==> src/design/csl_pkg.sv <==
// ----------------------------------------------------------------------------
// csl_pkg
// Shared types, codes and character helpers of the C-subset lexer.
// ----------------------------------------------------------------------------
package csl_pkg;

  typedef enum logic [4:0] {
    TK_ADD      = 5'd0,
    TK_SUB      = 5'd1,
    TK_MUL      = 5'd2,
    TK_DIV      = 5'd3,
    TK_ASSIGN   = 5'd4,
    TK_EQ       = 5'd5,
    TK_NOT      = 5'd6,
    TK_NE       = 5'd7,
    TK_GT       = 5'd8,
    TK_GE       = 5'd9,
    TK_LT       = 5'd10,
    TK_LE       = 5'd11,
    TK_AMP      = 5'd12,
    TK_LBRACE   = 5'd13,
    TK_RBRACE   = 5'd14,
    TK_LPAREN   = 5'd15,
    TK_RPAREN   = 5'd16,
    TK_COMMA    = 5'd17,
    TK_SEMI     = 5'd18,
    TK_INT_LIT  = 5'd19,
    TK_IDENT    = 5'd20,
    TK_RETURN   = 5'd21,
    TK_IF       = 5'd22,
    TK_FOR      = 5'd23,
    TK_INT_TYPE = 5'd24
  } csl_kind_e;

  typedef enum logic [1:0] {
    ERR_NONE       = 2'd0,
    ERR_UNEXPECTED = 2'd1,
    ERR_TOO_LONG   = 2'd2
  } csl_err_e;

  typedef enum logic [2:0] {
    MODE_IDLE  = 3'd0,
    MODE_NUM   = 3'd1,
    MODE_IDENT = 3'd2,
    MODE_PEQ   = 3'd3,
    MODE_PNOT  = 3'd4,
    MODE_PGT   = 3'd5,
    MODE_PLT   = 3'd6,
    MODE_ERR   = 3'd7
  } csl_mode_e;

  typedef enum logic [2:0] {
    CLS_SPACE,
    CLS_SINGLE,
    CLS_PAIR,
    CLS_DIGIT,
    CLS_WORD,
    CLS_BAD
  } csl_class_e;

  typedef enum logic [1:0] {
    PH_LEX,
    PH_T1,
    PH_T2
  } csl_phase_e;

  // Keyword table: return, if, for, int
  localparam int unsigned KW_N = 4;

  // One queued job: an optional lexeme run, then up to two single results.
  typedef struct packed {
    logic      lex_valid;
    logic      lex_bank;
    csl_kind_e lex_kind;
    logic      t1_valid;
    csl_kind_e t1_kind;
    logic      t2_valid;
    csl_kind_e t2_kind;
    csl_err_e  t2_err;
  } csl_cmd_t;

  function automatic csl_class_e csl_class(input logic [7:0] b);
    csl_class_e c;
    c = CLS_BAD;
    if (b == 8'h20 || (b >= 8'h09 && b <= 8'h0D)) begin
      c = CLS_SPACE;
    end else if (b == "+" || b == "-" || b == "*" || b == "/" || b == "&" ||
                 b == "{" || b == "}" || b == "(" || b == ")" || b == "," ||
                 b == ";") begin
      c = CLS_SINGLE;
    end else if (b == "=" || b == "!" || b == ">" || b == "<") begin
      c = CLS_PAIR;
    end else if (b >= "0" && b <= "9") begin
      c = CLS_DIGIT;
    end else if ((b >= "a" && b <= "z") || (b >= "A" && b <= "Z") || b == "_") begin
      c = CLS_WORD;
    end
    return c;
  endfunction

  function automatic csl_kind_e csl_single_kind(input logic [7:0] b);
    csl_kind_e k;
    case (b)
      "+":     k = TK_ADD;
      "-":     k = TK_SUB;
      "*":     k = TK_MUL;
      "/":     k = TK_DIV;
      "&":     k = TK_AMP;
      "{":     k = TK_LBRACE;
      "}":     k = TK_RBRACE;
      "(":     k = TK_LPAREN;
      ")":     k = TK_RPAREN;
      ",":     k = TK_COMMA;
      default: k = TK_SEMI;
    endcase
    return k;
  endfunction

  function automatic logic [2:0] csl_kw_len(input logic [1:0] k);
    logic [2:0] n;
    case (k)
      2'd0:    n = 3'd6;
      2'd1:    n = 3'd2;
      default: n = 3'd3;
    endcase
    return n;
  endfunction

  function automatic logic [7:0] csl_kw_char(input logic [1:0] k, input logic [2:0] pos);
    logic [47:0] w;
    logic [7:0]  c;
    case (k)
      2'd0:    w = "return";
      2'd1:    w = {"if", 32'h0};
      2'd2:    w = {"for", 24'h0};
      default: w = {"int", 24'h0};
    endcase
    c = 8'h00;
    if (pos < 3'd6) begin
      c = w[47 - 8 * pos -: 8];
    end
    return c;
  endfunction

endpackage

==> src/design/csl_if.sv <==
// ----------------------------------------------------------------------------
// csl_in_if / csl_out_if
// Valid/ready channels of the lexer: source bytes in, token words out.
// ----------------------------------------------------------------------------
interface csl_in_if;
  logic       valid;
  logic       ready;
  logic [7:0] in_byte;
  logic       end_of_input;

  modport source (output valid, in_byte, end_of_input, input ready);
  modport sink   (input valid, in_byte, end_of_input, output ready);
endinterface

interface csl_out_if;
  logic       valid;
  logic       ready;
  logic [4:0] tok_kind;
  logic [7:0] lexeme_char;
  logic       char_valid;
  logic       token_end;
  logic [1:0] error_code;
  logic       step_end;

  modport source (output valid, tok_kind, lexeme_char, char_valid, token_end,
                  error_code, step_end, input ready);
  modport sink   (input valid, tok_kind, lexeme_char, char_valid, token_end,
                  error_code, step_end, output ready);
endinterface

==> src/design/csl_ram.sv <==
// ----------------------------------------------------------------------------
// csl_ram
// Generic simple dual-port RAM, one write and one registered read port.
// ----------------------------------------------------------------------------
module csl_ram #(
  parameter int unsigned WIDTH = 8,
  parameter int unsigned DEPTH = 64,
  localparam int unsigned AW = $clog2(DEPTH)
) (
  input  logic             clk_i,
  input  logic             we_i,
  input  logic [AW-1:0]    waddr_i,
  input  logic [WIDTH-1:0] wdata_i,
  input  logic             re_i,
  input  logic [AW-1:0]    raddr_i,
  output logic [WIDTH-1:0] rdata_o
);

  logic [WIDTH-1:0] mem_q [DEPTH];
  logic [WIDTH-1:0] rdata_q;

  always_ff @(posedge clk_i) begin
    if (we_i) begin
      mem_q[waddr_i] <= wdata_i;
    end
    if (re_i) begin
      rdata_q <= mem_q[raddr_i];
    end
  end

  assign rdata_o = rdata_q;

endmodule

==> src/design/csl_cmd_fifo.sv <==
// ----------------------------------------------------------------------------
// csl_cmd_fifo
// Short job queue between the scanner front end and the result back end.
// ----------------------------------------------------------------------------
module csl_cmd_fifo #(
  parameter int unsigned WIDTH = 16,
  parameter int unsigned DEPTH = 4,
  localparam int unsigned AW = $clog2(DEPTH)
) (
  input  logic             clk_i,
  input  logic             rst_ni,
  input  logic             push_i,
  input  logic [WIDTH-1:0] din_i,
  input  logic             pop_i,
  output logic [WIDTH-1:0] dout_o,
  output logic             full_o,
  output logic             empty_o
);

  logic [WIDTH-1:0] slot_q [DEPTH];
  logic [AW-1:0]    wptr_q, rptr_q;
  logic [AW:0]      cnt_q;

  function automatic logic [AW-1:0] wrap_inc(input logic [AW-1:0] p);
    return (p == AW'(DEPTH - 1)) ? '0 : p + AW'(1);
  endfunction

  assign full_o  = (cnt_q == (AW+1)'(DEPTH));
  assign empty_o = (cnt_q == '0);
  assign dout_o  = slot_q[rptr_q];

  always_ff @(posedge clk_i) begin
    if (push_i) begin
      slot_q[wptr_q] <= din_i;
    end
  end

  always_ff @(posedge clk_i or negedge rst_ni) begin
    if (!rst_ni) begin
      wptr_q <= '0;
      rptr_q <= '0;
      cnt_q  <= '0;
    end else begin
      if (push_i) begin
        wptr_q <= wrap_inc(wptr_q);
      end
      if (pop_i) begin
        rptr_q <= wrap_inc(rptr_q);
      end
      cnt_q <= cnt_q + (AW+1)'(push_i) - (AW+1)'(pop_i);
    end
  end

endmodule

==> src/design/csl_front.sv <==
// ----------------------------------------------------------------------------
// csl_front
// Scanner front end: classify each byte, track the scan mode, buffer lexeme
// characters into a two-bank store and queue output jobs.
// ----------------------------------------------------------------------------
module csl_front #(
  parameter int unsigned LEXEME_BUF_LEN = 32,
  localparam int unsigned LW = $clog2(LEXEME_BUF_LEN)
) (
  input  logic              clk_i,
  input  logic              rst_ni,
  csl_in_if.sink            in_i,
  output csl_pkg::csl_cmd_t cmd_o,
  output logic [LW-1:0]     cmd_len_o,
  output logic              cmd_push_o,
  input  logic              cmd_full_i,
  input  logic              lex_done_i,
  output logic              ram_we_o,
  output logic [LW:0]       ram_waddr_o,
  output logic [7:0]        ram_wdata_o
);

  csl_pkg::csl_mode_e mode_q, mode_d;
  logic [LW-1:0]      len_q, len_d;
  logic [csl_pkg::KW_N-1:0] kw_q, kw_d;
  logic               wbank_q;
  logic [1:0]         busy_q;

  csl_pkg::csl_cmd_t  cmd;
  csl_pkg::csl_class_e cls;
  logic [7:0]         b;
  logic [7:0]         pos8;
  logic               accept, stall, has_cmd;
  logic               flush_lex, flush_pair, scan, start, cont, handoff, more;
  logic               wr_bank;
  logic [LW-1:0]      wr_idx;

  function automatic csl_pkg::csl_kind_e pair_kind(input csl_pkg::csl_mode_e m,
                                                   input logic with_eq);
    csl_pkg::csl_kind_e k;
    case (m)
      csl_pkg::MODE_PEQ:  k = with_eq ? csl_pkg::TK_EQ : csl_pkg::TK_ASSIGN;
      csl_pkg::MODE_PNOT: k = with_eq ? csl_pkg::TK_NE : csl_pkg::TK_NOT;
      csl_pkg::MODE_PGT:  k = with_eq ? csl_pkg::TK_GE : csl_pkg::TK_GT;
      default:            k = with_eq ? csl_pkg::TK_LE : csl_pkg::TK_LT;
    endcase
    return k;
  endfunction

  assign b    = in_i.in_byte;
  assign cls  = csl_pkg::csl_class(b);
  assign pos8 = 8'(len_q);

  always_comb begin
    cmd        = '0;
    mode_d     = mode_q;
    len_d      = len_q;
    kw_d       = kw_q;
    flush_lex  = 1'b0;
    flush_pair = 1'b0;
    scan       = 1'b0;
    start      = 1'b0;
    cont       = 1'b0;
    handoff    = 1'b0;
    more       = (mode_q == csl_pkg::MODE_NUM) ? (cls == csl_pkg::CLS_DIGIT) :
                 (cls == csl_pkg::CLS_DIGIT || cls == csl_pkg::CLS_WORD);

    if (mode_q != csl_pkg::MODE_ERR) begin
      if (in_i.end_of_input) begin
        flush_lex  = (mode_q == csl_pkg::MODE_NUM || mode_q == csl_pkg::MODE_IDENT);
        flush_pair = (mode_q == csl_pkg::MODE_PEQ || mode_q == csl_pkg::MODE_PNOT ||
                      mode_q == csl_pkg::MODE_PGT || mode_q == csl_pkg::MODE_PLT);
        mode_d     = csl_pkg::MODE_IDLE;
      end else begin
        case (mode_q)
          csl_pkg::MODE_NUM, csl_pkg::MODE_IDENT: begin
            if (more) begin
              if (pos8 >= 8'(LEXEME_BUF_LEN - 1)) begin
                cmd.t2_valid = 1'b1;
                cmd.t2_err   = csl_pkg::ERR_TOO_LONG;
                mode_d       = csl_pkg::MODE_ERR;
                len_d        = '0;
              end else begin
                cont = 1'b1;
              end
            end else begin
              flush_lex = 1'b1;
              scan      = 1'b1;
            end
          end
          csl_pkg::MODE_PEQ, csl_pkg::MODE_PNOT, csl_pkg::MODE_PGT,
          csl_pkg::MODE_PLT: begin
            if (b == "=") begin
              cmd.t2_valid = 1'b1;
              cmd.t2_kind  = pair_kind(mode_q, 1'b1);
              mode_d       = csl_pkg::MODE_IDLE;
            end else begin
              flush_pair = 1'b1;
              scan       = 1'b1;
            end
          end
          default: begin
            scan = 1'b1;
          end
        endcase
      end
    end

    // pending token leaves first
    if (flush_lex) begin
      handoff       = 1'b1;
      cmd.lex_valid = 1'b1;
      cmd.lex_bank  = wbank_q;
      cmd.lex_kind  = csl_pkg::TK_INT_LIT;
      if (mode_q == csl_pkg::MODE_IDENT) begin
        cmd.lex_kind = csl_pkg::TK_IDENT;
        if (kw_q[0] && pos8 == 8'd6) begin
          cmd.lex_kind = csl_pkg::TK_RETURN;
        end else if (kw_q[1] && pos8 == 8'd2) begin
          cmd.lex_kind = csl_pkg::TK_IF;
        end else if (kw_q[2] && pos8 == 8'd3) begin
          cmd.lex_kind = csl_pkg::TK_FOR;
        end else if (kw_q[3] && pos8 == 8'd3) begin
          cmd.lex_kind = csl_pkg::TK_INT_TYPE;
        end
      end
      len_d  = '0;
      mode_d = csl_pkg::MODE_IDLE;
    end
    if (flush_pair) begin
      cmd.t1_valid = 1'b1;
      cmd.t1_kind  = pair_kind(mode_q, 1'b0);
      mode_d       = csl_pkg::MODE_IDLE;
    end

    // then the byte is scanned as from idle
    if (scan) begin
      mode_d = csl_pkg::MODE_IDLE;
      case (cls)
        csl_pkg::CLS_SPACE: ;
        csl_pkg::CLS_SINGLE: begin
          cmd.t2_valid = 1'b1;
          cmd.t2_kind  = csl_pkg::csl_single_kind(b);
        end
        csl_pkg::CLS_PAIR: begin
          case (b)
            "=":     mode_d = csl_pkg::MODE_PEQ;
            "!":     mode_d = csl_pkg::MODE_PNOT;
            ">":     mode_d = csl_pkg::MODE_PGT;
            default: mode_d = csl_pkg::MODE_PLT;
          endcase
        end
        csl_pkg::CLS_DIGIT: begin
          start  = 1'b1;
          mode_d = csl_pkg::MODE_NUM;
        end
        csl_pkg::CLS_WORD: begin
          start  = 1'b1;
          mode_d = csl_pkg::MODE_IDENT;
        end
        default: begin
          cmd.t2_valid = 1'b1;
          cmd.t2_err   = csl_pkg::ERR_UNEXPECTED;
          mode_d       = csl_pkg::MODE_ERR;
        end
      endcase
    end

    // keyword prefix tracking
    if (start) begin
      len_d = LW'(1);
      for (int k = 0; k < csl_pkg::KW_N; k++) begin
        kw_d[k] = (b == csl_pkg::csl_kw_char(2'(k), 3'd0));
      end
    end else if (cont) begin
      len_d = len_q + LW'(1);
      for (int k = 0; k < csl_pkg::KW_N; k++) begin
        kw_d[k] = kw_q[k] && (pos8 < 8'(csl_pkg::csl_kw_len(2'(k)))) &&
                  (b == csl_pkg::csl_kw_char(2'(k), pos8[2:0]));
      end
    end
  end

  // a new lexeme needs a bank that the back end no longer reads
  assign has_cmd    = cmd.lex_valid | cmd.t1_valid | cmd.t2_valid;
  assign stall      = (has_cmd && cmd_full_i) ||
                      (start && (handoff ? (busy_q != 2'd0) : (busy_q == 2'd2)));
  assign in_i.ready = !stall;
  assign accept     = in_i.valid && !stall;
  assign cmd_push_o = accept && has_cmd;

  assign wr_bank     = (start && handoff) ? ~wbank_q : wbank_q;
  assign wr_idx      = start ? '0 : len_q;
  assign ram_we_o    = accept && (start || cont);
  assign ram_waddr_o = {wr_bank, wr_idx};
  assign ram_wdata_o = b;

  assign cmd_o     = cmd;
  assign cmd_len_o = len_q;

  always_ff @(posedge clk_i or negedge rst_ni) begin
    if (!rst_ni) begin
      mode_q  <= csl_pkg::MODE_IDLE;
      len_q   <= '0;
      kw_q    <= '0;
      wbank_q <= 1'b0;
      busy_q  <= 2'd0;
    end else begin
      if (accept) begin
        mode_q  <= mode_d;
        len_q   <= len_d;
        kw_q    <= kw_d;
        wbank_q <= wbank_q ^ handoff;
      end
      busy_q <= busy_q + 2'(accept && handoff) - 2'(lex_done_i);
    end
  end

endmodule

==> src/design/csl_back.sv <==
// ----------------------------------------------------------------------------
// csl_back
// Result back end: walk each queued job, read lexeme characters from the store
// and drive one token word per cycle through an output register if not stalled.
// ----------------------------------------------------------------------------
module csl_back #(
  parameter int unsigned LEXEME_BUF_LEN = 32,
  localparam int unsigned LW = $clog2(LEXEME_BUF_LEN)
) (
  input  logic              clk_i,
  input  logic              rst_ni,
  input  csl_pkg::csl_cmd_t cmd_i,
  input  logic [LW-1:0]     cmd_len_i,
  input  logic              cmd_empty_i,
  output logic              cmd_pop_o,
  output logic              lex_done_o,
  output logic              ram_re_o,
  output logic [LW:0]       ram_raddr_o,
  input  logic [7:0]        ram_rdata_i,
  csl_out_if.source         out_o
);

  csl_pkg::csl_phase_e phase_q, phase_d;
  logic [LW-1:0]       idx_q, idx_d;

  logic                sel_char, sel_t1, lex_last, last, issue, adv1;

  // read stage (RAM data arrives with it)
  logic                s1_valid_q;
  csl_pkg::csl_kind_e  s1_kind_q;
  logic                s1_char_q, s1_tend_q, s1_send_q;
  csl_pkg::csl_err_e   s1_err_q;
  csl_pkg::csl_kind_e  sel_kind;
  logic                sel_tend;
  csl_pkg::csl_err_e   sel_err;

  // output register
  logic                out_valid_q;
  csl_pkg::csl_kind_e  out_kind_q;
  logic [7:0]          out_char_q;
  logic                out_cv_q, out_tend_q, out_send_q;
  csl_pkg::csl_err_e   out_err_q;

  assign adv1  = s1_valid_q && (!out_valid_q || out_o.ready);
  assign issue = !cmd_empty_i && (!s1_valid_q || adv1);

  always_comb begin
    sel_char = (phase_q == csl_pkg::PH_LEX) && cmd_i.lex_valid;
    sel_t1   = !sel_char && (phase_q != csl_pkg::PH_T2) && cmd_i.t1_valid;
    lex_last = (idx_q == cmd_len_i - LW'(1));
    phase_d  = phase_q;
    idx_d    = idx_q;

    if (sel_char) begin
      last     = lex_last && !cmd_i.t1_valid && !cmd_i.t2_valid;
      sel_kind = cmd_i.lex_kind;
      sel_tend = lex_last;
      sel_err  = csl_pkg::ERR_NONE;
    end else if (sel_t1) begin
      last     = !cmd_i.t2_valid;
      sel_kind = cmd_i.t1_kind;
      sel_tend = 1'b1;
      sel_err  = csl_pkg::ERR_NONE;
    end else begin
      last     = 1'b1;
      sel_kind = cmd_i.t2_kind;
      sel_tend = (cmd_i.t2_err == csl_pkg::ERR_NONE);
      sel_err  = cmd_i.t2_err;
    end

    if (last) begin
      phase_d = csl_pkg::PH_LEX;
      idx_d   = '0;
    end else if (sel_char) begin
      if (lex_last) begin
        phase_d = csl_pkg::PH_T1;
        idx_d   = '0;
      end else begin
        idx_d = idx_q + LW'(1);
      end
    end else begin
      phase_d = csl_pkg::PH_T2;
    end
  end

  assign cmd_pop_o   = issue && last;
  assign lex_done_o  = issue && sel_char && lex_last;
  assign ram_re_o    = issue && sel_char;
  assign ram_raddr_o = {cmd_i.lex_bank, idx_q};

  always_ff @(posedge clk_i or negedge rst_ni) begin
    if (!rst_ni) begin
      phase_q     <= csl_pkg::PH_LEX;
      idx_q       <= '0;
      s1_valid_q  <= 1'b0;
      out_valid_q <= 1'b0;
    end else begin
      if (issue) begin
        phase_q <= phase_d;
        idx_q   <= idx_d;
      end
      if (issue) begin
        s1_valid_q <= 1'b1;
      end else if (adv1) begin
        s1_valid_q <= 1'b0;
      end
      if (adv1) begin
        out_valid_q <= 1'b1;
      end else if (out_o.ready) begin
        out_valid_q <= 1'b0;
      end
    end
  end

  always_ff @(posedge clk_i) begin
    if (issue) begin
      s1_kind_q <= sel_kind;
      s1_char_q <= sel_char;
      s1_tend_q <= sel_tend;
      s1_err_q  <= sel_err;
      s1_send_q <= last;
    end
    if (adv1) begin
      out_kind_q <= (s1_err_q != csl_pkg::ERR_NONE) ? csl_pkg::TK_ADD : s1_kind_q;
      out_char_q <= s1_char_q ? ram_rdata_i : 8'h00;
      out_cv_q   <= s1_char_q;
      out_tend_q <= s1_tend_q;
      out_err_q  <= s1_err_q;
      out_send_q <= s1_send_q;
    end
  end

  assign out_o.valid       = out_valid_q;
  assign out_o.tok_kind    = out_kind_q;
  assign out_o.lexeme_char = out_char_q;
  assign out_o.char_valid  = out_cv_q;
  assign out_o.token_end   = out_tend_q;
  assign out_o.error_code  = out_err_q;
  assign out_o.step_end    = out_send_q;

endmodule

==> src/design/c_subset_lexer_core.sv <==
// ----------------------------------------------------------------------------
// c_subset_lexer_core
// Lexical scanner for a small C subset: source bytes in, token words out.
// ----------------------------------------------------------------------------
//
//  channel | dir | payload                                        | handshake
//  --------+-----+------------------------------------------------+-------------
//  in_i    | in  | in_byte[7:0], end_of_input                     | valid/ready
//  out_o   | out | tok_kind[4:0], lexeme_char[7:0], char_valid,   | valid/ready
//          |     | token_end, error_code[1:0], step_end           |
//
//  One byte is taken per cycle unless the input stalls, and one token word
//  leaves per cycle unless the output stalls; a byte that ends a lexeme of N
//  characters produces N or N+1 words, drained by the back end at one word a
//  cycle while the front keeps scanning. With the back end idle, the first
//  word of a job goes through the job queue, read stage and output register.
//  The input stalls when the byte queues a job while the job queue is full,
//  or when a byte opens a new lexeme in a bank the back end still reads.
//  Reset is asynchronous, active low, clears scan, queue and back-end state only;
//  the lexeme store is never cleared, since only written entries are read.
// ----------------------------------------------------------------------------
module c_subset_lexer_core #(
  parameter int unsigned LEXEME_BUF_LEN = 32
) (
  input  logic       clk_i,
  input  logic       rst_ni,
  csl_in_if.sink     in_i,
  csl_out_if.source  out_o
);

  localparam int unsigned LW        = $clog2(LEXEME_BUF_LEN);
  localparam int unsigned CW        = $bits(csl_pkg::csl_cmd_t);
  localparam int unsigned QW        = CW + LW;
  localparam int unsigned RAM_DEPTH = 2 ** (LW + 1);

  // front end to queue
  csl_pkg::csl_cmd_t cmd_in;
  logic [LW-1:0]     cmd_len_in;
  logic              cmd_push, cmd_full;

  // queue to back end
  logic [QW-1:0]     q_dout;
  csl_pkg::csl_cmd_t cmd_head;
  logic [LW-1:0]     cmd_len_head;
  logic              cmd_pop, cmd_empty;

  // lexeme store ports and bank release
  logic              ram_we, ram_re, lex_done;
  logic [LW:0]       ram_waddr, ram_raddr;
  logic [7:0]        ram_wdata, ram_rdata;

  // Front end: classify, track scan mode, write lexeme bytes, emit jobs.
  csl_front #(
    .LEXEME_BUF_LEN(LEXEME_BUF_LEN)
  ) u_front (
    .clk_i      (clk_i),
    .rst_ni     (rst_ni),
    .in_i       (in_i),
    .cmd_o      (cmd_in),
    .cmd_len_o  (cmd_len_in),
    .cmd_push_o (cmd_push),
    .cmd_full_i (cmd_full),
    .lex_done_i (lex_done),
    .ram_we_o   (ram_we),
    .ram_waddr_o(ram_waddr),
    .ram_wdata_o(ram_wdata)
  );

  // Job queue: decouple scanning from result draining.
  csl_cmd_fifo #(
    .WIDTH(QW),
    .DEPTH(4)
  ) u_fifo (
    .clk_i  (clk_i),
    .rst_ni (rst_ni),
    .push_i (cmd_push),
    .din_i  ({cmd_len_in, cmd_in}),
    .pop_i  (cmd_pop),
    .dout_o (q_dout),
    .full_o (cmd_full),
    .empty_o(cmd_empty)
  );

  assign cmd_head     = csl_pkg::csl_cmd_t'(q_dout[CW-1:0]);
  assign cmd_len_head = q_dout[QW-1:CW];

  // Two-bank lexeme store: front writes one bank while back reads the other.
  csl_ram #(
    .WIDTH(8),
    .DEPTH(RAM_DEPTH)
  ) u_lex_ram (
    .clk_i  (clk_i),
    .we_i   (ram_we),
    .waddr_i(ram_waddr),
    .wdata_i(ram_wdata),
    .re_i   (ram_re),
    .raddr_i(ram_raddr),
    .rdata_o(ram_rdata)
  );

  // Back end: expand each job into token words, hold on output stall.
  csl_back #(
    .LEXEME_BUF_LEN(LEXEME_BUF_LEN)
  ) u_back (
    .clk_i      (clk_i),
    .rst_ni     (rst_ni),
    .cmd_i      (cmd_head),
    .cmd_len_i  (cmd_len_head),
    .cmd_empty_i(cmd_empty),
    .cmd_pop_o  (cmd_pop),
    .lex_done_o (lex_done),
    .ram_re_o   (ram_re),
    .ram_raddr_o(ram_raddr),
    .ram_rdata_i(ram_rdata),
    .out_o      (out_o)
  );

endmodule

==> src/flat_wrapper.sv <==
// flat-port wrapper written by rule: the top's interface ports become plain ports
module c_subset_lexer_core_flat 
#(
  parameter int unsigned LEXEME_BUF_LEN = 32
)
  (clk_i, rst_ni, in_i_valid, in_i_in_byte, in_i_end_of_input, in_i_ready, out_o_valid, out_o_tok_kind, out_o_lexeme_char, out_o_char_valid, out_o_token_end, out_o_error_code, out_o_step_end, out_o_ready);
  csl_in_if in_i_i ();
  csl_out_if out_o_i ();
  input  logic clk_i;
  input  logic rst_ni;
  input wire logic [$bits(in_i_i.valid)-1:0] in_i_valid;
  input wire logic [$bits(in_i_i.in_byte)-1:0] in_i_in_byte;
  input wire logic [$bits(in_i_i.end_of_input)-1:0] in_i_end_of_input;
  output wire logic [$bits(in_i_i.ready)-1:0] in_i_ready;
  output wire logic [$bits(out_o_i.valid)-1:0] out_o_valid;
  output wire logic [$bits(out_o_i.tok_kind)-1:0] out_o_tok_kind;
  output wire logic [$bits(out_o_i.lexeme_char)-1:0] out_o_lexeme_char;
  output wire logic [$bits(out_o_i.char_valid)-1:0] out_o_char_valid;
  output wire logic [$bits(out_o_i.token_end)-1:0] out_o_token_end;
  output wire logic [$bits(out_o_i.error_code)-1:0] out_o_error_code;
  output wire logic [$bits(out_o_i.step_end)-1:0] out_o_step_end;
  input wire logic [$bits(out_o_i.ready)-1:0] out_o_ready;
  assign in_i_i.valid = in_i_valid;
  assign in_i_i.in_byte = in_i_in_byte;
  assign in_i_i.end_of_input = in_i_end_of_input;
  assign in_i_ready = in_i_i.ready;
  assign out_o_valid = out_o_i.valid;
  assign out_o_tok_kind = out_o_i.tok_kind;
  assign out_o_lexeme_char = out_o_i.lexeme_char;
  assign out_o_char_valid = out_o_i.char_valid;
  assign out_o_token_end = out_o_i.token_end;
  assign out_o_error_code = out_o_i.error_code;
  assign out_o_step_end = out_o_i.step_end;
  assign out_o_i.ready = out_o_ready;
  c_subset_lexer_core #(.LEXEME_BUF_LEN(LEXEME_BUF_LEN)) u_core (.clk_i(clk_i), .rst_ni(rst_ni), .in_i(in_i_i), .out_o(out_o_i));
endmodule
==> config.mk <==
export PLATFORM = sky130hd
export DESIGN_NAME = c_subset_lexer_core_flat
export DESIGN_NICKNAME = d
export VERILOG_FILES = /design/src/design/csl_pkg.sv /design/src/design/csl_if.sv /design/src/design/csl_ram.sv /design/src/design/csl_cmd_fifo.sv /design/src/design/csl_front.sv /design/src/design/csl_back.sv /design/src/design/c_subset_lexer_core.sv /design/src/flat_wrapper.sv
export SDC_FILE = /design/constraint.sdc
export NUM_CORES = 1
export LEC_CHECK = 0
export BUFFER_PORTS_ARGS = -buffer_cell sky130_fd_sc_hd__buf_2
export CORE_UTILIZATION = 45
export DETAILED_ROUTE_END_ITERATION = 12
export SKIP_LAST_GASP = 1
export SLEW_MARGIN = 30
export SYNTH_ARGS = -nofsm -noshare
export SYNTH_HDL_FRONTEND = slang
export SYNTH_SLANG_ARGS = --single-unit
==> constraint.sdc <==
create_clock -name clk_i -period 4.05 [get_ports clk_i]
set_input_delay 0.81 -clock clk_i [delete_from_list [all_inputs] [get_ports clk_i]]
set_output_delay 0.81 -clock clk_i [all_outputs]
set_load 0.01 [all_outputs]
**Word level (Yosys, flattened, before mapping)**

Memories as Yosys holds them, arrays and structs flattened. A register that Yosys moved wholly into a read port is not among the register bits.
Index checks and enable logic that the tools add are counted.

- Register bits after elaboration: 59
- Memory bits (writable): 616
- Output and inout port bits: 20
- Word-level logic and storage cells: 322
- Memories kept: 2

Memories:

| name | depth | bits a word | rd ports | clocked after Yosys merged registers in | wr ports | line | RTL |
|---|---|---|---|---|---|---|---|
| u_core.u_lex_ram.mem_q | 64 | 8 | 1 | 1 | 1 | csl_ram.sv:19 | `logic [WIDTH-1:0] mem_q [DEPTH];` |
| u_core.u_fifo.slot_q | 4 | 26 | 1 | 0 | 1 | csl_cmd_fifo.sv:20 | `logic [WIDTH-1:0] slot_q [DEPTH];` |

- $add $sub $neg: 10
- $lt $le $gt $ge: 13
- Eq/ne operators: 49
- Shift operators: 4
- Mux-type cells: 124
- Bitwise logic cells: 4
- Reductions and logical operators: 93

Operators by type and width:

| operator | number |
|---|---|
| 48-bit 2-to-1 mux | 8 |
| 55-bit by 33-bit indexed part select with 8-bit output | 4 |
| 8-bit 2-to-1 mux | 18 |
| 8-bit by 6-bit == test with 1-bit output (second input constant) | 14 |
| 5-bit 2-to-1 mux | 16 |
| 8-bit == test | 7 |
| 3-bit 2-to-1 mux | 18 |
| 5-bit one-hot mux with 10 select lines | 1 |
| 1-bit 2-to-1 mux | 37 |
| 1-bit logical AND | 33 |
| 4-bit 2-to-1 mux | 7 |
| 1-bit logical OR | 25 |
| 8-bit by 7-bit == test with 1-bit output (second input constant) | 3 |
| 4-bit one-hot mux with 3 select lines | 2 |
| 4-bit nonzero test | 5 |
| 2-bit 2-to-1 mux | 9 |
| 6-bit != test (second input constant) | 3 |
| 8-bit by 7-bit greater-or-equal comparator with 1-bit output (second input constant) | 2 |
| 8-bit by 7-bit <= comparator with 1-bit output (second input constant) | 2 |
| 3-bit == test (second input constant) | 5 |
| 5-bit by 3-bit less-than comparator with 1-bit output | 3 |
| 3-bit by 2-bit == test with 1-bit output (second input constant) | 4 |
| 6-bit 2-to-1 mux | 2 |
| 3-bit one-hot mux with 4 select lines | 1 |
| 40 further kinds | 68 |

**Depth between registers and ports, before layout**

- Depth after elaboration: 30
- Mapped depth: 17
- Mapped depth without buffers: 14

**By module**

From an unflattened synthesis, not the netlist that was laid out.

- Cells, all modules: 1613
- Area total of the unflattened synthesis: 28712.5 um^2

Modules (own cells, without submodules):

| module | times used | cells an instance | area an instance (um^2) | sequential area each (um^2) |
|---|---|---|---|---|
| csl_ram | 1 | 972 | 20270.7 | 15615.0 |
| csl_cmd_fifo | 1 | 172 | 4212.8 | 3298.2 |
| csl_front | 1 | 326 | 2511.2 | 375.4 |
| csl_back | 1 | 143 | 1717.9 | 1066.0 |

**Least setup slack after synthesis**

Ideal clock, no wire load.

- Path kind: input to register
- From: input in_i_in_byte[7]
- To: memory u_core.u_lex_ram.mem_q[58][0] (enable)
- Data arrival time: 3.646 ns
- Data required time: 3.655 ns
- Setup slack: 0.009 ns
- Stages: 9
- Path buffers: 1
- Cells stage by stage: buf_6 or3b_2 nor2_2 nand3_1 o21ai_1 inv_1 o41ai_4 nand2_2 nor4_1

RTL lines:

| element | line | RTL |
|---|---|---|
| start, declared | flat_wrapper.sv:12 | `input wire logic [$bits(in_i_i.in_byte)-1:0] in_i_in_byte;` |
| end, declared | csl_ram.sv:19 |  |

**Worst setup path after layout**

- From: input in_i_in_byte[4]
- To: output in_i_ready

- Longest elaborated chain between the ends: 26
- Elaborated cells on any way between the ends: 88

Ends and longest elaborated chain:

| element | line | RTL |
|---|---|---|
| branches (longest 24 deep; another with 8-bit by 7-bit greater-or-equal comparator with 1-bit output) | n/a |  |
| 1-bit logical OR * | csl_front.sv:186 | `assign stall = (has_cmd && cmd_full_i) \|\|` |
| 1-bit zero test * | csl_front.sv:188 | `assign in_i.ready = !stall;` |
| end, declared | flat_wrapper.sv:14 | `output wire logic [$bits(in_i_i.ready)-1:0] in_i_ready;` |

Mark *: on every way between the ends.

==> run metrics <==
CP cell instances buf_2 -> buf_4 -> a21boi_0 -> o31ai_2 -> o311ai_0 -> o21ai_1 -> o41ai_4 -> a21boi_1 -> buf_4 -> buf_2; Rel. slew slack 0.409; hold buffers post-CTS 0; Distinct cells, synth 85; DR WL/cell 25.9 um; fin. max-slew vios 0; Final Hold Viols 0; Setup CP Type in -> out; CTS tree built; Mapped Area 27800 sq um; EDFF count, synth 640; ys flop type edfxtp_1; post-route setup slack 0.188 ns; Layout area overhead 16.3%; GRT Resource Usage Total 0.207; placer congestion estimate 0.821; Worst R2R End u_core.u_fifo.cnt_q[2]; Peak VDD IR 0.305 mV; crit-path max FO 19; worst reg2reg startpoint u_core.u_fifo.rptr_q[0]; Power Density 623 nW/um^2; Leak 10.6 nW; largest net degree at the start of global routing 65; # DRC 0; crit path max-delay cell type o31ai_2; vias in the first global route 14506; cell with the most instances after synthesis edfxtp_1; register area share after synthesis 0.719; Post-layout nets 1639; DIE AREA 62800 sq um; reg2reg setup slack 0.36 ns; io pins 33; Bufs and invs on worst path 4; Clock Tree Buf Depth 3; die extent in x 251 um; RSZ-0062 raised after global routing false; Core Region 60700 sq um; period utilization 0.954; H-tree lvl count 3; DP HPWL 41400 um; worst-margin pin slew 0.887 ns; CP Capture Type output port; port bufs 32; largest cells by area after synthesis edfxtp_1, mux4_2, dfrtp_1; Max-cap violations 0; WP data required 3.24 ns; pre-CTS setup slack -0.0420 ns; global-route wire length before repair 95300 um; Worst Skew 0.0219 ns; flops & latches, synth 671; DRT iter0 DRCs 1307; worst min path class in -> async; row count 90; Clk pin slew, worst setup/hold paths 0.06 ns; Synthesis Warnings 0; DR pass1 iterations 5; TritonCTS Buffers 72; critical path's top delay family compound AO/OA/AOI/OAI gates; setup TNS 0 ns; global route overflow 0; layout cells sized above 1 0.325; Inserted Diodes 0; status finished, final reports clean; CP Launch Type input pin; setup violators final 0; WHS 0.329 ns; later-pin clock latency in the skew report 0.61 ns; Die Y 251 um; worst r2r path cells 14; top cell type's share of synthesized area 0.691; share of flip-flops with an asynchronous set or reset 0.0462; Final min period 3.86 ns; Synth area leader edfxtp_1; CP peak stage delay 0.44 ns; Sink Count 671; antenna violations before repair 4; Fillers 4713; Max Clk Rate 259 MHz; vias per cell 5.77; starting density of the core 0.458; Syn Nets 1465; Total Wirelength 63300 um; syn avg cell area 19.4 sq um; commonest cells in the netlist edfxtp_1, mux4_2, nor2_1; Vias 14138; Antenna Nets Post-Route 0; crit path DAT 3.05 ns; Syn Inst Count 1433; Root Buffer Master clkbuf_16
per-stage QoR:
stage           util  area [sq um]  total power [mW]  instances
2_1_floorplan      -         27800              11.8       1433
3_3_place_gp   0.491         29800              13.4       2313
3_5_place_dp   0.491         29800              13.5       2313
4_1_cts        0.532         32300              20.3       2447
5_1_grt        0.533         32300              20.9       2449
6_report       0.533         32300              20.1       2449
cells in the final DEF, fill, tap and decap left out, types with 11 or more instances in the layout:
| cell type | instances |
|---|---|
| mux4_2 | 191 |
| clkinv_1 | 12 |
| edfxtp_1 | 640 |
| clkbuf_16 | 74 |
| dfrtp_1 | 27 |
| and3_1 | 11 |
| ha_1 | 18 |
| mux2i_1 | 13 |
| buf_2 | 32 |
| nand3_1 | 24 |
| nor2_1 | 89 |
| o21ai_0 | 21 |
| xnor2_1 | 13 |
| nor3_1 | 13 |
| a21oi_1 | 18 |
| buf_12 | 12 |
| mux2_2 | 12 |
| and2_1 | 19 |
| clkbuf_1 | 11 |
| nand2_1 | 57 |
| inv_1 | 30 |
| buf_4 | 130 |
worst register-to-register path: stages (launching register included):
cell and delay, ns:
dfrtp_1 0.45, mux4_2 0.55, inv_1 0.09, ha_1 0.30, nand3b_1 0.12, a41oi_1 0.22
o311ai_1 0.14, a311oi_2 0.38, a31oi_2 0.19, nor2_1 0.21, ha_1 0.15, inv_1 0.04
ha_1 0.20, fa_1 0.41, xnor2_1 0.14
per-layer routing:
layer | vias up | track usage | part of all wire
met3 | 79 | 0.0343 | 0.053
met5 | - | 0 | 0.00017
met2 | 408 | 0.337 | 0.49
met4 | 2 | 0.0510 | 0.018
li1 | 6227 | - | -
met1 | 7422 | 0.293 | 0.43
cells by family (layout without fill, tap and decap cells):
group | after synthesis | count (layout) | synth area share
flops | 671 | 671 | 0.719
simple gates | 293 | 293 | 0.0559
mux | 216 | 216 | 0.164
compound gates | 109 | 109 | 0.0287
buf+inv | 108 | 342 | 0.0186
fa+ha+maj | 19 | 19 | 0.00881
xor+xnor | 17 | 17 | 0.00535
flip-flops by register name (all words and copies together) (netlist names), 3 cells and up:
| name | flops |
|---|---|
| u_core.u_lex_ram.mem_q | 512 |
| u_core.u_fifo.slot_q | 92 |
| u_core.u_back.out_o.lexeme_char | 8 |
| u_core.u_lex_ram.rdata_o | 8 |
| u_core.u_back.idx_q | 5 |
| u_core.u_back.out_o.tok_kind | 5 |
| u_core.u_back.s1_kind_q | 5 |
| u_core.u_front.cmd_len_o | 5 |
| u_core.u_front.kw_q | 4 |
| u_core.u_fifo.cnt_q | 3 |
| u_core.u_front.mode_q | 3 |
how the worst max path moves through the flow:
stage / endpoint / slack, ns / startpoint / depth (start not counted)
after global placement: in_i_ready / -0.05 / in_i_in_byte[4] / 10
after CTS: in_i_ready / 0.11 / u_core.u_front.cmd_len_o[1] / 9
final: in_i_ready / 0.19 / in_i_in_byte[4] / 10
after detailed placement: in_i_ready / -0.04 / in_i_in_byte[4] / 10
after global routing: in_i_ready / 0.02 / u_core.u_front.mode_q[0] / 11
after floorplan: u_core.u_lex_ram.mem_q[58][0] / 0.009 / in_i_in_byte[7] / 9
layout make-up:
type                    count  area, sq um  share of cell area
repair buffers            176         1400              0.0431
multi-input cells         654         7380               0.228
clock buffers              86         1910              0.0589
flip-flops and latches    671        20000               0.618
inverters                  32          120             0.00371
clock inverters            48          562              0.0174
well taps                 782          978              0.0302
report_power, final:
part           switching (mW)  internal, mW  leakage, nW
sequential              0.313          8.29         6.20
combinational            2.59          2.17         3.19
clock                    2.73          4.05         1.18
total                    5.63          14.5         10.6
repair_timing:
| action | in CTS | in global routing |
|---|---|---|
| gates resized for setup | 1 | 9 |
| pin swaps | 0 | 2 |
| buffers inserted | 0 | 1 |
| endpoints found under the setup margin | 1 | 3 |
(Power assumes the default switching activity.)
